### config.mk
export PLATFORM = sky130hd
export DESIGN_NAME = thick_polyline_quad_expander
export DESIGN_NICKNAME = d
export VERILOG_FILES = /design/src/design/tpqe_pkg.sv /design/src/design/tpqe_front.sv /design/src/design/tpqe_queue.sv /design/src/design/tpqe_back.sv /design/src/design/thick_polyline_quad_expander.sv
export VERILOG_INCLUDE_DIRS = /design/src /design/src/design
export SDC_FILE = /design/constraint.sdc
export NUM_CORES = 2
export LEC_CHECK = 0
export ABC_AREA = 1
export BUFFER_PORTS_ARGS = -buffer_cell sky130_fd_sc_hd__buf_2
export CORE_MARGIN = 5
export CORE_UTILIZATION = 50
export CTS_BUF_LIST = sky130_fd_sc_hd__clkbuf_8
export CTS_CLUSTER_DIAMETER = 150
export DETAILED_ROUTE_END_ITERATION = 6
export PLACE_DENSITY = 0.69
export SLEW_MARGIN = 25
export SYNTH_ARGS = -nofsm -noshare
export SYNTH_HDL_FRONTEND = slang
export SYNTH_HIERARCHICAL = 1
export SYNTH_SLANG_ARGS = --single-unit
### constraint.sdc
create_clock -name clk -period 18 [get_ports clk]
set_clock_uncertainty 0.1 [all_clocks]
set_input_delay 3.6 -clock clk [delete_from_list [all_inputs] [get_ports clk]]
set_output_delay 3.6 -clock clk [all_outputs]
set_load 0.01 [all_outputs]
### src/design/thick_polyline_quad_expander_defines.svh
// Assertion helpers for the top file, which checks its own logic.
`ifndef THICK_POLYLINE_QUAD_EXPANDER_DEFINES_SVH
`define THICK_POLYLINE_QUAD_EXPANDER_DEFINES_SVH

// The condition must never hold outside of reset.
`define TPQE_NEVER(lbl, cond, msg) \
  lbl: assert property (@(posedge clk) disable iff (rst) !(cond)) else $error(msg);

// When the first condition holds, the second holds in the next cycle.
`define TPQE_NEXT(lbl, a, b, msg) \
  lbl: assert property (@(posedge clk) (a) |=> (b)) else $error(msg);

`endif

### src/design/tpqe_pkg.sv
package tpqe_pkg;

  localparam int COORD_BITS = 16;
  localparam int INDEX_BITS = 16;
  localparam int THICK_BITS = 12;
  localparam int CFG_INDEX_BITS = 8;
  localparam int CFG_DATA_BITS = 32;

  // Q1.14 unit factor.
  localparam logic [14:0] UNIT_FACTOR = 15'd16384;

  // Register indexes on the configuration port.
  localparam logic [CFG_INDEX_BITS-1:0] REG_CLOSED_MODE = 8'd0;
  localparam logic [CFG_INDEX_BITS-1:0] REG_LINE_THICKNESS = 8'd1;
  localparam logic [CFG_INDEX_BITS-1:0] REG_START_VERTEX = 8'd2;

  typedef struct packed {
    logic signed [COORD_BITS-1:0] point_x;
    logic signed [COORD_BITS-1:0] point_y;
    logic                         final_point;
  } point_t;

  typedef struct packed {
    logic signed [COORD_BITS-1:0] corner0_x;
    logic signed [COORD_BITS-1:0] corner0_y;
    logic signed [COORD_BITS-1:0] corner1_x;
    logic signed [COORD_BITS-1:0] corner1_y;
    logic signed [COORD_BITS-1:0] corner2_x;
    logic signed [COORD_BITS-1:0] corner2_y;
    logic signed [COORD_BITS-1:0] corner3_x;
    logic signed [COORD_BITS-1:0] corner3_y;
    logic [INDEX_BITS-1:0]        base_vertex;
    logic                         last_quad;
  } quad_t;

  // One segment waiting for geometry: start point, end point, index, flag.
  typedef struct packed {
    logic signed [COORD_BITS-1:0] ax;
    logic signed [COORD_BITS-1:0] ay;
    logic signed [COORD_BITS-1:0] bx;
    logic signed [COORD_BITS-1:0] by;
    logic [INDEX_BITS-1:0]        base;
    logic                         last;
  } job_t;

  typedef struct packed {
    logic                  closed_mode;
    logic [THICK_BITS-1:0] line_thickness;
    logic [INDEX_BITS-1:0] start_vertex_index;
  } cfg_t;

endpackage

### src/design/tpqe_front.sv
module tpqe_front (
  input  logic            clk,
  input  logic            rst,
  input  tpqe_pkg::cfg_t  cfg,
  input  logic            point_valid,
  output logic            point_stall,
  input  tpqe_pkg::point_t point,
  output logic            push_valid,
  output tpqe_pkg::job_t  push_job,
  input  logic            queue_full
);
  import tpqe_pkg::*;

  logic signed [COORD_BITS-1:0] first_x;
  logic signed [COORD_BITS-1:0] first_y;
  logic signed [COORD_BITS-1:0] prev_x;
  logic signed [COORD_BITS-1:0] prev_y;
  logic                         have_point;
  logic [INDEX_BITS-1:0]        next_vertex;
  logic                         pend_valid;
  job_t                         pend_job;
  job_t                         seg_job;
  logic                         accept;
  logic                         closing;

  // A pending closing segment or a full queue holds off the next point.
  assign point_stall = pend_valid || queue_full;
  assign accept = point_valid && !point_stall;
  assign closing = point.final_point && cfg.closed_mode;

  // Segment from the previous point to the new one.
  always_comb begin
    seg_job.ax = prev_x;
    seg_job.ay = prev_y;
    seg_job.bx = point.point_x;
    seg_job.by = point.point_y;
    seg_job.base = next_vertex;
    seg_job.last = point.final_point && !cfg.closed_mode;
  end

  assign push_valid = (accept && have_point) || (pend_valid && !queue_full);
  assign push_job = pend_valid ? pend_job : seg_job;

  // Polyline tracking: first point, previous point and the vertex counter.
  always_ff @(posedge clk) begin
    if (rst) begin
      have_point <= 1'b0;
      pend_valid <= 1'b0;
      next_vertex <= '0;
      first_x <= '0;
      first_y <= '0;
      prev_x <= '0;
      prev_y <= '0;
    end else begin
      if (pend_valid && !queue_full) begin
        pend_valid <= 1'b0;
      end
      if (accept) begin
        prev_x <= point.point_x;
        prev_y <= point.point_y;
        if (!have_point) begin
          first_x <= point.point_x;
          first_y <= point.point_y;
          next_vertex <= cfg.start_vertex_index;
          have_point <= !point.final_point;
        end else begin
          if (closing) begin
            pend_valid <= 1'b1;
            next_vertex <= next_vertex + INDEX_BITS'(8);
          end else begin
            next_vertex <= next_vertex + INDEX_BITS'(4);
          end
          if (point.final_point) begin
            have_point <= 1'b0;
          end
        end
      end
    end
  end

  // The closing segment runs from the final point back to the first one.
  always_ff @(posedge clk) begin
    if (accept && have_point && closing) begin
      pend_job.ax <= point.point_x;
      pend_job.ay <= point.point_y;
      pend_job.bx <= first_x;
      pend_job.by <= first_y;
      pend_job.base <= next_vertex + INDEX_BITS'(4);
      pend_job.last <= 1'b1;
    end
  end

endmodule

### src/design/tpqe_queue.sv
module tpqe_queue #(
  parameter int DEPTH = 4
) (
  input  logic           clk,
  input  logic           rst,
  input  logic           push,
  input  tpqe_pkg::job_t push_job,
  output logic           full,
  input  logic           pop,
  output logic           head_valid,
  output tpqe_pkg::job_t head_job
);
  import tpqe_pkg::*;

  localparam int PW = (DEPTH > 1) ? $clog2(DEPTH) : 1;
  localparam int CW = $clog2(DEPTH + 1);
  localparam logic [PW-1:0] LAST_SLOT = PW'(DEPTH - 1);

  job_t          slots [DEPTH];
  logic [PW-1:0] wr_ptr;
  logic [PW-1:0] rd_ptr;
  logic [CW-1:0] count;
  logic          do_push;
  logic          do_pop;

  assign full = (count == CW'(DEPTH));
  assign head_valid = (count != '0);
  assign head_job = slots[rd_ptr];
  assign do_push = push && !full;
  assign do_pop = pop && head_valid;

  // Pointers and fill count.
  always_ff @(posedge clk) begin
    if (rst) begin
      wr_ptr <= '0;
      rd_ptr <= '0;
      count <= '0;
    end else begin
      if (do_push) begin
        wr_ptr <= (wr_ptr == LAST_SLOT) ? '0 : wr_ptr + PW'(1);
      end
      if (do_pop) begin
        rd_ptr <= (rd_ptr == LAST_SLOT) ? '0 : rd_ptr + PW'(1);
      end
      case ({do_push, do_pop})
        2'b10: count <= count + CW'(1);
        2'b01: count <= count - CW'(1);
        default: count <= count;
      endcase
    end
  end

  // Slot storage.
  always_ff @(posedge clk) begin
    if (do_push) begin
      slots[wr_ptr] <= push_job;
    end
  end

endmodule

### src/design/tpqe_back.sv
module tpqe_back (
  input  logic            clk,
  input  logic            rst,
  input  tpqe_pkg::cfg_t  cfg,
  input  logic            job_valid,
  input  tpqe_pkg::job_t  job,
  output logic            pop,
  output logic            quad_valid,
  input  logic            quad_stall,
  output tpqe_pkg::quad_t quad
);
  import tpqe_pkg::*;

  typedef enum logic [2:0] {
    S_IDLE, S_SQX, S_SQY, S_SQRT, S_DIV, S_MUL, S_CORN
  } state_t;

  typedef enum logic [1:0] {
    K_HORIZ, K_VERT, K_INCL
  } kind_t;

  state_t state;
  kind_t  kind;

  logic signed [COORD_BITS-1:0] p1x, p1y, p2x, p2y;
  logic signed [COORD_BITS:0]   dx, dy;
  logic [COORD_BITS-1:0]        mx, my;
  logic                         last;
  logic [INDEX_BITS-1:0]        base;

  logic [32:0] sq;
  logic [49:0] rn;
  logic [49:0] root;
  logic [4:0]  sq_step;
  logic [24:0] lenf;
  logic [38:0] dq;
  logic [25:0] rem;
  logic [5:0]  div_step;
  logic        div_sel;
  logic signed [15:0] fc, fs;
  logic signed [28:0] xf, yf;

  // Head-of-queue difference and winding swap.
  logic signed [COORD_BITS:0] hdx, hdy;
  logic                       hswap;
  assign hdx = {job.bx[COORD_BITS-1], job.bx} - {job.ax[COORD_BITS-1], job.ax};
  assign hdy = {job.by[COORD_BITS-1], job.by} - {job.ay[COORD_BITS-1], job.ay};
  assign hswap = (hdx < 0) || (hdy < 0) || ((hdx > 0) && (hdy > 0));

  assign pop = (state == S_IDLE) && job_valid;

  // One squarer, shared by the x and y terms of the squared length.
  logic [31:0] sq_prod;
  assign sq_prod = (state == S_SQX) ? ({16'd0, mx} * {16'd0, mx})
                                    : ({16'd0, my} * {16'd0, my});

  // One square-root step: compare against root plus the current bit.
  logic [49:0] sq_bit;
  logic [49:0] sq_trial;
  assign sq_bit = 50'(1) << {sq_step, 1'b0};
  assign sq_trial = root + sq_bit;

  // One divide step: bring down the next numerator bit.
  logic [26:0] div_r2;
  logic        div_ge;
  assign div_r2 = {rem, dq[38]};
  assign div_ge = (div_r2 >= {2'b00, lenf});

  // Rounded and clamped quotient with the sign of the difference.
  logic [14:0]        q_clamp;
  logic signed [15:0] q_signed;
  logic               q_neg;
  assign q_clamp = (dq > 39'(UNIT_FACTOR)) ? UNIT_FACTOR : dq[14:0];
  assign q_neg = div_sel ? (dy < 0) : (dx < 0);
  assign q_signed = q_neg ? -$signed({1'b0, q_clamp}) : $signed({1'b0, q_clamp});

  // Numerator of a factor: magnitude scaled up plus half the length.
  function automatic logic [38:0] div_num(input logic [COORD_BITS-1:0] mag,
                                          input logic [24:0] len);
    return {1'b0, mag, 22'd0} + {15'd0, len[24:1]};
  endfunction

  // Corner: p scaled to 2^-15, plus offset, rounded half up, saturated.
  function automatic logic signed [COORD_BITS-1:0] corner(
      input logic signed [COORD_BITS-1:0] p, input logic signed [28:0] off);
    logic signed [32:0] w;
    logic signed [17:0] q;
    w = $signed({{2{p[COORD_BITS-1]}}, p, 15'd0}) + 33'(off) + 33'sd16384;
    q = 18'(w >>> 15);
    if (q > 18'sd32767) begin
      return 16'sh7fff;
    end else if (q < -18'sd32768) begin
      return 16'sh8000;
    end
    return q[15:0];
  endfunction

  // Offsets for each corner coordinate, chosen by segment kind.
  logic signed [28:0] h, hf, o0x, o0y, o1x, o1y, o2x, o2y, o3x, o3y;
  always_comb begin
    h = $signed({3'b000, cfg.line_thickness, 14'd0});
    hf = h;
    o0x = -yf; o0y = xf;
    o1x = -yf; o1y = xf;
    o2x = yf;  o2y = -xf;
    o3x = yf;  o3y = -xf;
    unique case (kind)
      K_HORIZ: begin
        hf = (dx > 0) ? h : -h;
        o0x = -hf; o0y = -h;
        o1x = hf;  o1y = -h;
        o2x = hf;  o2y = h;
        o3x = -hf; o3y = h;
      end
      K_VERT: begin
        hf = (dy > 0) ? h : -h;
        o0x = h;  o0y = -hf;
        o1x = h;  o1y = hf;
        o2x = -h; o2y = hf;
        o3x = -h; o3y = -hf;
      end
      K_INCL: begin
        hf = h;
      end
      default: begin
        hf = h;
      end
    endcase
  end

  // Sequencer: squares, square root, two shared divides, scale, corners; axis segments skip to the corners.
  always_ff @(posedge clk) begin
    if (rst) begin
      state <= S_IDLE;
      quad_valid <= 1'b0;
      kind <= K_HORIZ;
    end else begin
      // A taken quad leaves the output unless a new one replaces it now.
      if (quad_valid && !quad_stall && (state != S_CORN)) begin
        quad_valid <= 1'b0;
      end
      unique case (state)
        S_IDLE: begin
          if (job_valid) begin
            p1x <= hswap ? job.bx : job.ax;
            p1y <= hswap ? job.by : job.ay;
            p2x <= hswap ? job.ax : job.bx;
            p2y <= hswap ? job.ay : job.by;
            dx <= hdx;
            dy <= hdy;
            mx <= COORD_BITS'((hdx < 0) ? -hdx : hdx);
            my <= COORD_BITS'((hdy < 0) ? -hdy : hdy);
            last <= job.last;
            base <= job.base;
            if (hdy == 0) begin
              kind <= K_HORIZ;
              state <= S_CORN;
            end else if (hdx == 0) begin
              kind <= K_VERT;
              state <= S_CORN;
            end else begin
              kind <= K_INCL;
              state <= S_SQX;
            end
          end
        end
        S_SQX: begin
          sq <= {1'b0, sq_prod};
          state <= S_SQY;
        end
        S_SQY: begin
          rn <= {1'b0, sq + {1'b0, sq_prod}, 16'd0};
          root <= '0;
          sq_step <= 5'd24;
          state <= S_SQRT;
        end
        S_SQRT: begin
          if (rn >= sq_trial) begin
            rn <= rn - sq_trial;
            root <= (root >> 1) + sq_bit;
          end else begin
            root <= root >> 1;
          end
          if (sq_step == 5'd0) begin
            state <= S_DIV;
            div_sel <= 1'b0;
            div_step <= '0;
            rem <= '0;
            // The root is final once this step lands; load the numerator then.
            if (rn >= sq_trial) begin
              lenf <= (((root >> 1) + sq_bit) == '0) ? 25'd1
                                                      : 25'((root >> 1) + sq_bit);
              dq <= div_num(mx, 25'((root >> 1) + sq_bit));
            end else begin
              lenf <= ((root >> 1) == '0) ? 25'd1 : 25'(root >> 1);
              dq <= div_num(mx, ((root >> 1) == '0) ? 25'd1 : 25'(root >> 1));
            end
          end else begin
            sq_step <= sq_step - 5'd1;
          end
        end
        S_DIV: begin
          if (div_step == 6'd39) begin
            div_step <= '0;
            rem <= '0;
            if (!div_sel) begin
              fc <= q_signed;
              div_sel <= 1'b1;
              dq <= div_num(my, lenf);
            end else begin
              fs <= q_signed;
              state <= S_MUL;
            end
          end else begin
            rem <= div_ge ? 26'(div_r2 - {2'b00, lenf}) : div_r2[25:0];
            dq <= {dq[37:0], div_ge};
            div_step <= div_step + 6'd1;
          end
        end
        S_MUL: begin
          xf <= 29'(fc) * 29'($signed({1'b0, cfg.line_thickness}));
          yf <= 29'(fs) * 29'($signed({1'b0, cfg.line_thickness}));
          state <= S_CORN;
        end
        S_CORN: begin
          if (!quad_valid || !quad_stall) begin
            quad.corner0_x <= corner(p1x, o0x);
            quad.corner0_y <= corner(p1y, o0y);
            quad.corner1_x <= corner(p2x, o1x);
            quad.corner1_y <= corner(p2y, o1y);
            quad.corner2_x <= corner(p2x, o2x);
            quad.corner2_y <= corner(p2y, o2y);
            quad.corner3_x <= corner(p1x, o3x);
            quad.corner3_y <= corner(p1y, o3y);
            quad.base_vertex <= base;
            quad.last_quad <= last;
            quad_valid <= 1'b1;
            state <= S_IDLE;
          end
        end
        default: begin
          state <= S_IDLE;
        end
      endcase
    end
  end

endmodule

### src/design/thick_polyline_quad_expander.sv
// Expands a stream of Q12.4 polyline points into one four-corner quad per
// segment, plus the closing segment in closed mode. A front end tracks the
// first and previous point and the vertex counter and queues segment requests;
// a back end computes the corners. Horizontal and vertical segments go straight
// to the corner step of the back end. Inclined segments pass through the
// one-bit-per-cycle square root (25 steps) and the shared restoring divider
// that forms the cosine and then the sine.
// The segment queue holds QUEUE_DEPTH requests, so until it fills, points keep
// arriving while the back end works and while a finished quad waits on the
// output register. The vertex colour register is not stored.
`include "thick_polyline_quad_expander_defines.svh"

module thick_polyline_quad_expander #(
  parameter int QUEUE_DEPTH = 4
) (
  input  logic                                  clk,
  input  logic                                  rst,
  input  logic                                  cfg_we,
  input  logic [tpqe_pkg::CFG_INDEX_BITS-1:0]   cfg_index,
  input  logic [tpqe_pkg::CFG_DATA_BITS-1:0]    cfg_data,
  input  logic                                  point_valid,
  output logic                                  point_stall,
  input  tpqe_pkg::point_t                      point,
  output logic                                  quad_valid,
  input  logic                                  quad_stall,
  output tpqe_pkg::quad_t                       quad
);
  import tpqe_pkg::*;

  cfg_t cfg;
  logic push_valid;
  job_t push_job;
  logic queue_full;
  logic pop;
  logic head_valid;
  job_t head_job;

  // Configuration registers.
  always_ff @(posedge clk) begin
    if (rst) begin
      cfg.closed_mode <= 1'b0;
      cfg.line_thickness <= THICK_BITS'(16);
      cfg.start_vertex_index <= '0;
    end else if (cfg_we) begin
      unique case (cfg_index)
        REG_CLOSED_MODE: cfg.closed_mode <= cfg_data[0];
        REG_LINE_THICKNESS: cfg.line_thickness <= cfg_data[THICK_BITS-1:0];
        REG_START_VERTEX: cfg.start_vertex_index <= cfg_data[INDEX_BITS-1:0];
        default: ;
      endcase
    end
  end

  tpqe_front u_front (
    .clk        (clk),
    .rst        (rst),
    .cfg        (cfg),
    .point_valid(point_valid),
    .point_stall(point_stall),
    .point      (point),
    .push_valid (push_valid),
    .push_job   (push_job),
    .queue_full (queue_full)
  );

  tpqe_queue #(.DEPTH(QUEUE_DEPTH)) u_queue (
    .clk       (clk),
    .rst       (rst),
    .push      (push_valid),
    .push_job  (push_job),
    .full      (queue_full),
    .pop       (pop),
    .head_valid(head_valid),
    .head_job  (head_job)
  );

  tpqe_back u_back (
    .clk       (clk),
    .rst       (rst),
    .cfg       (cfg),
    .job_valid (head_valid),
    .job       (head_job),
    .pop       (pop),
    .quad_valid(quad_valid),
    .quad_stall(quad_stall),
    .quad      (quad)
  );

  // A segment request must never be offered to a full queue.
  `TPQE_NEVER(a_no_push_full, push_valid && queue_full, "push into full queue")
  // The back end must never take a request from an empty queue.
  `TPQE_NEVER(a_no_pop_empty, pop && !head_valid, "pop from empty queue")
  // Reset leaves no quad on the output.
  `TPQE_NEXT(a_reset_clears_out, rst, !quad_valid, "quad valid after reset")

endmodule

; ---- After elaboration in Yosys (flattened, before gate mapping)
; Memories as Yosys holds them, arrays and structs flattened. A register that Yosys moved wholly into a read port is not among the register bits.
; Cells that the tools add are included.
[op_classes]
muxes = 137
n_reduce_logical = 54
addsub = 42
shifts = 1
n_bitwise = 3
n_eq_ne = 24
order_cmp = 27
div_mod_pow = 0
mul = 4
[op_table]
columns = op, count
row1 = 2-to-1 mux 16 bit, 33
row2 = one-hot mux 29 bit (2 select lines), 8
row3 = adder 33 x 16 -> 33 bit (second input constant), 8
row4 = adder 31 x 29 -> 32 bit, 8
row5 = one-hot mux 50 bit (2 select lines), 2
row6 = 2-to-1 mux 39 bit, 4
row7 = greater-than comparator 18 x 16 -> 1 bit (second input constant), 8
row8 = less-than comparator 18 x 16 -> 1 bit (second input constant), 8
row9 = adder 38 x 24 -> 39 bit, 3
row10 = negator 29 bit, 4
row11 = logical NOT 50 bit, 2
row12 = 2-to-1 mux 50 bit, 2
row13 = 2-to-1 mux 81 bit, 1
row14 = 2-to-1 mux 26 bit, 3
row15 = one-hot mux 39 bit (2 select lines), 1
row16 = 2-to-1 mux 25 bit, 3
row17 = greater-than comparator 17 x 1 -> 1 bit (second input constant), 4
row18 = less-than comparator 17 x 1 -> 1 bit (second input constant), 4
row19 = logical NOT 32 bit, 2
row20 = multiplier 16 x 16 -> 32 bit, 2
row21 = multiplier 16 x 13 -> 29 bit, 2
row22 = 2-to-1 mux 29 bit, 2
row23 = 2-to-1 mux 1 bit, 54
row24 = one-hot mux 26 bit (2 select lines), 1
row25 = 56 further kinds, 123
[totals]
n_memories = 1
word_cells = 347
input_bits = 78
out_inout_bits = 147
latch_bits = 0
romBits = 0
mem_bits_rw = 324
regBits = 820
[mem_list]
columns = name, words, width, rd, rd_clocked_by_memory_dff, write_ports, line
row1 = u_queue.slots, 4, 81, 1, 1, 1, tpqe_queue.sv:19  ; job_t slots [DEPTH];

; ---- Logic depth before layout (Yosys ltp)
[depth]
word_depth = 13
depth_mapped = 45
ltp_nobuf = 44

; ---- By module
; The synthesis kept the hierarchy.
[by_module_without_submodules]
columns = mod, area_per_inst_um2, n_inst, cells_per_inst
row1 = tpqe_back, 79411.2, 1, 10540
row2 = tpqe_queue, 12584.6, 1, 854
row3 = tpqe_front, 7105.6, 1, 825
row4 = thick_polyline_quad_expander, 1318.8, 1, 190

; ---- Worst setup path before layout
; No wires, ideal clock.
[synth_path]
kind = input-to-reg
startpoint = in rst
endpoint = reg u_back/quad[0] (netlist name)
setup_time_ns = 0.829
slack_ns = 3.476
path_stages = 1
arrival_time_ns = 13.594
required_time_ns = 17.071
n_path_buf = 0
cell_sequence = nor3_1
[synth_via]
elab_chain_cells = 2
[synth_rtl]
columns = element, line
row1 = "start, declared", thick_polyline_quad_expander.sv:17  ; input logic rst,
row2 = inverter 1 bit (no source line), n/a
row3 = AND reduction 3 bit (no source line), n/a
; Every way passes these cells.
; A chain may end at the register's enable or synchronous reset.

; ---- Worst setup path after layout
[layout_path]
startpoint = reg u_back.my[8]
endpoint = reg u_back.rn[47], data pin
[layout_via]
elab_chain_cells = 4
[layout_rtl]
columns = element, line
row1 = "start, declared", tpqe_back.sv:27  ; logic [COORD_BITS-1:0] mx, my;
row2 = "start signal, assigned", tpqe_back.sv:152  ; my <= COORD_BITS'((hdy < 0) ? -hdy : hdy);
row3 = multiplier 16 x 16 -> 32 bit, tpqe_back.sv:55  ; : ({16'd0, my} * {16'd0, my});
row4 = 2-to-1 mux 32 bit, tpqe_back.sv:54  ; assign sq_prod = (state == S_SQX) ? ({16'd0, mx} * {16'd0, mx})
row5 = via u_back.sq_prod[18], tpqe_back.sv:53  ; logic [31:0] sq_prod;
row6 = adder 32 x 32 -> 33 bit, tpqe_back.sv:172  ; rn <= {1'b0, sq + {1'b0, sq_prod}, 16'd0};
row7 = one-hot mux 50 bit (2 select lines), tpqe_back.sv:142  ; unique case (state)
row8 = "end signal, assigned", tpqe_back.sv:172
row9 = "end signal, assigned", tpqe_back.sv:179  ; rn <= rn - sq_trial;
row10 = "end, declared", tpqe_back.sv:32  ; logic [49:0] rn;
; The timed path passes the listed nets, and every way through them passes these cells.

==> run summary <==
Setup slack, reg-to-reg - 8.67 ns
Busiest grt layer - met2
Post-synthesis instance total - 12,400
DR DRC count - 0
Hpwl dp - 249,000 microns
Commonest cells after routing, fill and taps aside - 2,988 x nand2_1, 2,245 x inv_1, 1,017 x edfxtp_1
Total Wirelength - 316,000 microns
Post-Synth XOR/XNOR Area - 3.04%
Critical path launch point type - register
Row cnt - 164
RR Startpoint - u_back/my[8]$_DFFE_PP_
Number of port buffers - 208
Final Hold Fails - 0
Layout Nets - 13,900
Reg-to-reg critical path endpoint - u_back/rn[47]$_DFFE_PP_
CTS tree - built
Drt pass-1 iters - 7
Worst Setup SP - u_back/my[8]$_DFFE_PP_
Max-cap violations - 0
Fill cells - 18,600
Setup crit end kind - register
Initial antenna violation count - 10
Layout cells sized above 1 - 6.67%
Synth cell types - 84
Count of final max-slew check failures - 0
Top Ports - 225
Post-Synth Adder-Cell Area - 22.2%
Seq/Total Area, Yosys - 32.9%
Footprint of the multi-input gates - 57,100 sq um
Worst EP required - 18.63 ns
Relative slew slack - 21.2%
Clk slew on worst S/H paths - 0.07 ns
Largest family of logic cells by synthesized area - adder cells
Hold Crit Class - register to register
Status - finished, final reports clean
Total CTS buffers - 195
Crit path max fanout - 20
Die area - 210,000 sq um
Mux contribution to synthesized area - 0.0212%
Area after DPL - 103,000 sq um
Die Y - 458 microns
H-tree depth - 4
Vias in the first global route - 82,300
Min setup slack post-route - 8.67 ns
Critical path endpoint - u_back/rn[47]$_DFFE_PP_
Critical path's largest stage delay - 1.01 ns
Crit path DAT - 9.96 ns
Post-CTS setup buffers - 0
Final period util - 51.9%
Leading cell type in the layout, fill and taps excluded - nand2_1
Clock tree buffer depth - 3
Grt total ovfl - 0
Met2 Track Usage GR - 47.6%
Core Region - 200,000 sq um
Synthesized area - 100,000 sq um
FMAX - 107 MHz
Gpl congestion - 1.04
Largest net degree at the start of global routing - 88
Routed Antenna Nets - 0
Slowest stage cell, crit path - edfxtp_1
Clock Latency Late Sink - 1.02 ns
Initial Util - 50.2%
Root Buffer - clkbuf_8
Drt wl/cell - 20.6 microns
CTS sink cnt - 1,143
CTS Hold Buffers Added - 0
Met3 Usage GRT - 5.47%
Post-layout min period - 9.33 ns
Finished Layout Cells - 15,300
Crit Path Category - register to register
Register-to-Register Path Depth - 32
Most frequent CP cell - inv_1
Initial DRC count - 8,271
Area grow syn2layout - 7.18%
Synthesized Nets - 13,900
Ys async rst share - 0%
Width of the chip - 458 microns
GRT Resource Usage Total - 29.5%
Sequential Area - 33,100 sq um
Post-CTS sizing - 0
Post-place setup slack - 8.85 ns
Inst Count DP - 15,000
Syn avg cell area - 8.09 sq um
Setup violations, final - 0
EDFF count, synth - 1,017
Simple-gate share of the synthesized area - 20.6%
DR vias/cell - 5.59
Compound-Gate Fraction of Synth Area - 10.8%
Post-synthesis register bit count - 1,143
Cell area after layout - 108,000 sq um
Synth Warn # - 6
Fin Setup TNS - 0 ns
Worst-Margin Slew - 1.18 ns
Synth Flop Type - edfxtp_1
RSZ-0062 raised after global routing - false
Via count - 85,600
Met1 Use GR - 38.9%
First-pass GRT wire length - 479,000 microns
[cell usage after synthesis (58+ instances only)]
library cell	n	area [sq um]
nand2_1	2990	11200
inv_1	2192	8230
edfxtp_1	1017	30500
nor2_1	978	3670
a21oi_1	751	3760
fa_1	693	13900
ha_1	675	8450
o21ai_0	674	3370
nand3_1	506	2530
xor2_1	215	1880
clkbuf_1	198	743
nand4_1	160	1000
xnor2_1	130	1140
dfxtp_1	126	2520
nor3_1	109	546
buf_2	86	430
o22ai_1	84	526
o21ai_1	68	340
a31oi_1	58	363
[stage by stage]
| stage | utilization [%] | hold WS [ns] |
|---|---|---|
| 6_report | 53.9 | 0.316 |
| 5_1_grt | 53.8 | 0.326 |
| 4_1_cts | 53.8 | 0.326 |
| 3_5_place_dp | 51.8 | 0.306 |
| 3_3_place_gp | 51.8 | 0.308 |
| 2_1_floorplan | - | 0.300 |
[per-layer routing]
metal,part of all wire (%),vias to the layer above
met1,41,41100
met4,4.8,4
met3,8.7,606
met2,46,3674
met5,0.0070,-
li1,-,40200
[critical path, delay by kind of cell, from the launching register on]
kind / cells / cell delay, ns
compound gates: 13 / 3.36
buf+inv: 8 / 0.52
flops: 1 / 1.01
fa+ha+maj: 8 / 3.51
simple gates: 3 / 0.61
[area by class of cell]
type	instances	area share, %
Timing Repair Buffer	285	1.51
Sequential cell	1143	30.7
Multi-Input combinational cell	8635	53.0
Tap cell	2656	3.09
Inverter	2237	7.82
Clock inverter	151	1.13
Antenna cell	9	0.0209
Clock buffer	210	2.69
[how the worst min path moves through the flow]
stage | startpoint | to | slack (ns) | cells past startpoint
2_1_floorplan | u_back/last$_DFFE_PP_ | u_back/quad[0]$_DFFE_PP_ | 0.30 | 0
3_5_place_dp | u_back/base[4]$_DFFE_PP_ | u_back/quad[5]$_DFFE_PP_ | 0.31 | 0
5_1_grt | u_front/first_x[0]$_SDFFE_PP0P_ | u_front/pend_job[33]$_DFFE_PP_ | 0.33 | 0
6_report | u_front/first_x[0]$_SDFFE_PP0P_ | u_front/pend_job[33]$_DFFE_PP_ | 0.32 | 0
4_1_cts | u_back/base[7]$_DFFE_PP_ | u_back/quad[8]$_DFFE_PP_ | 0.33 | 0
3_3_place_gp | u_back/base[4]$_DFFE_PP_ | u_back/quad[5]$_DFFE_PP_ | 0.31 | 0
[state kept, by name (all words and copies together), names as in the netlist, 17 cells and up, named ones only]
name	flops
u_back/sq	31
u_back/dq	39
cfg	29
u_back/root	50
u_back/xf	29
u_front/pend_job	80
u_back/yf	29
u_back/dx	17
u_back/lenf	25
u_back/quad	145
u_back/dy	17
u_back/rem	26
u_queue/slots	324
u_back/rn	50
[cell families (layout without fill, tap and decap cells)]
kind of cell / after synthesis / in the layout
xor gates and xnor gates: 347 / 347
DFF: 1143 / 1143
buffers and inverters: 2631 / 2883
muxes: 2 / 2
AOI/OAI and AO/OA: 1942 / 1942
adders and majority gates: 1368 / 1368
other: 0 / 9
and+or+nand+nor: 4976 / 4976
Power is not shown: default switching activity piles up to over one toggle a cycle in this logic, so the estimate is an artifact.
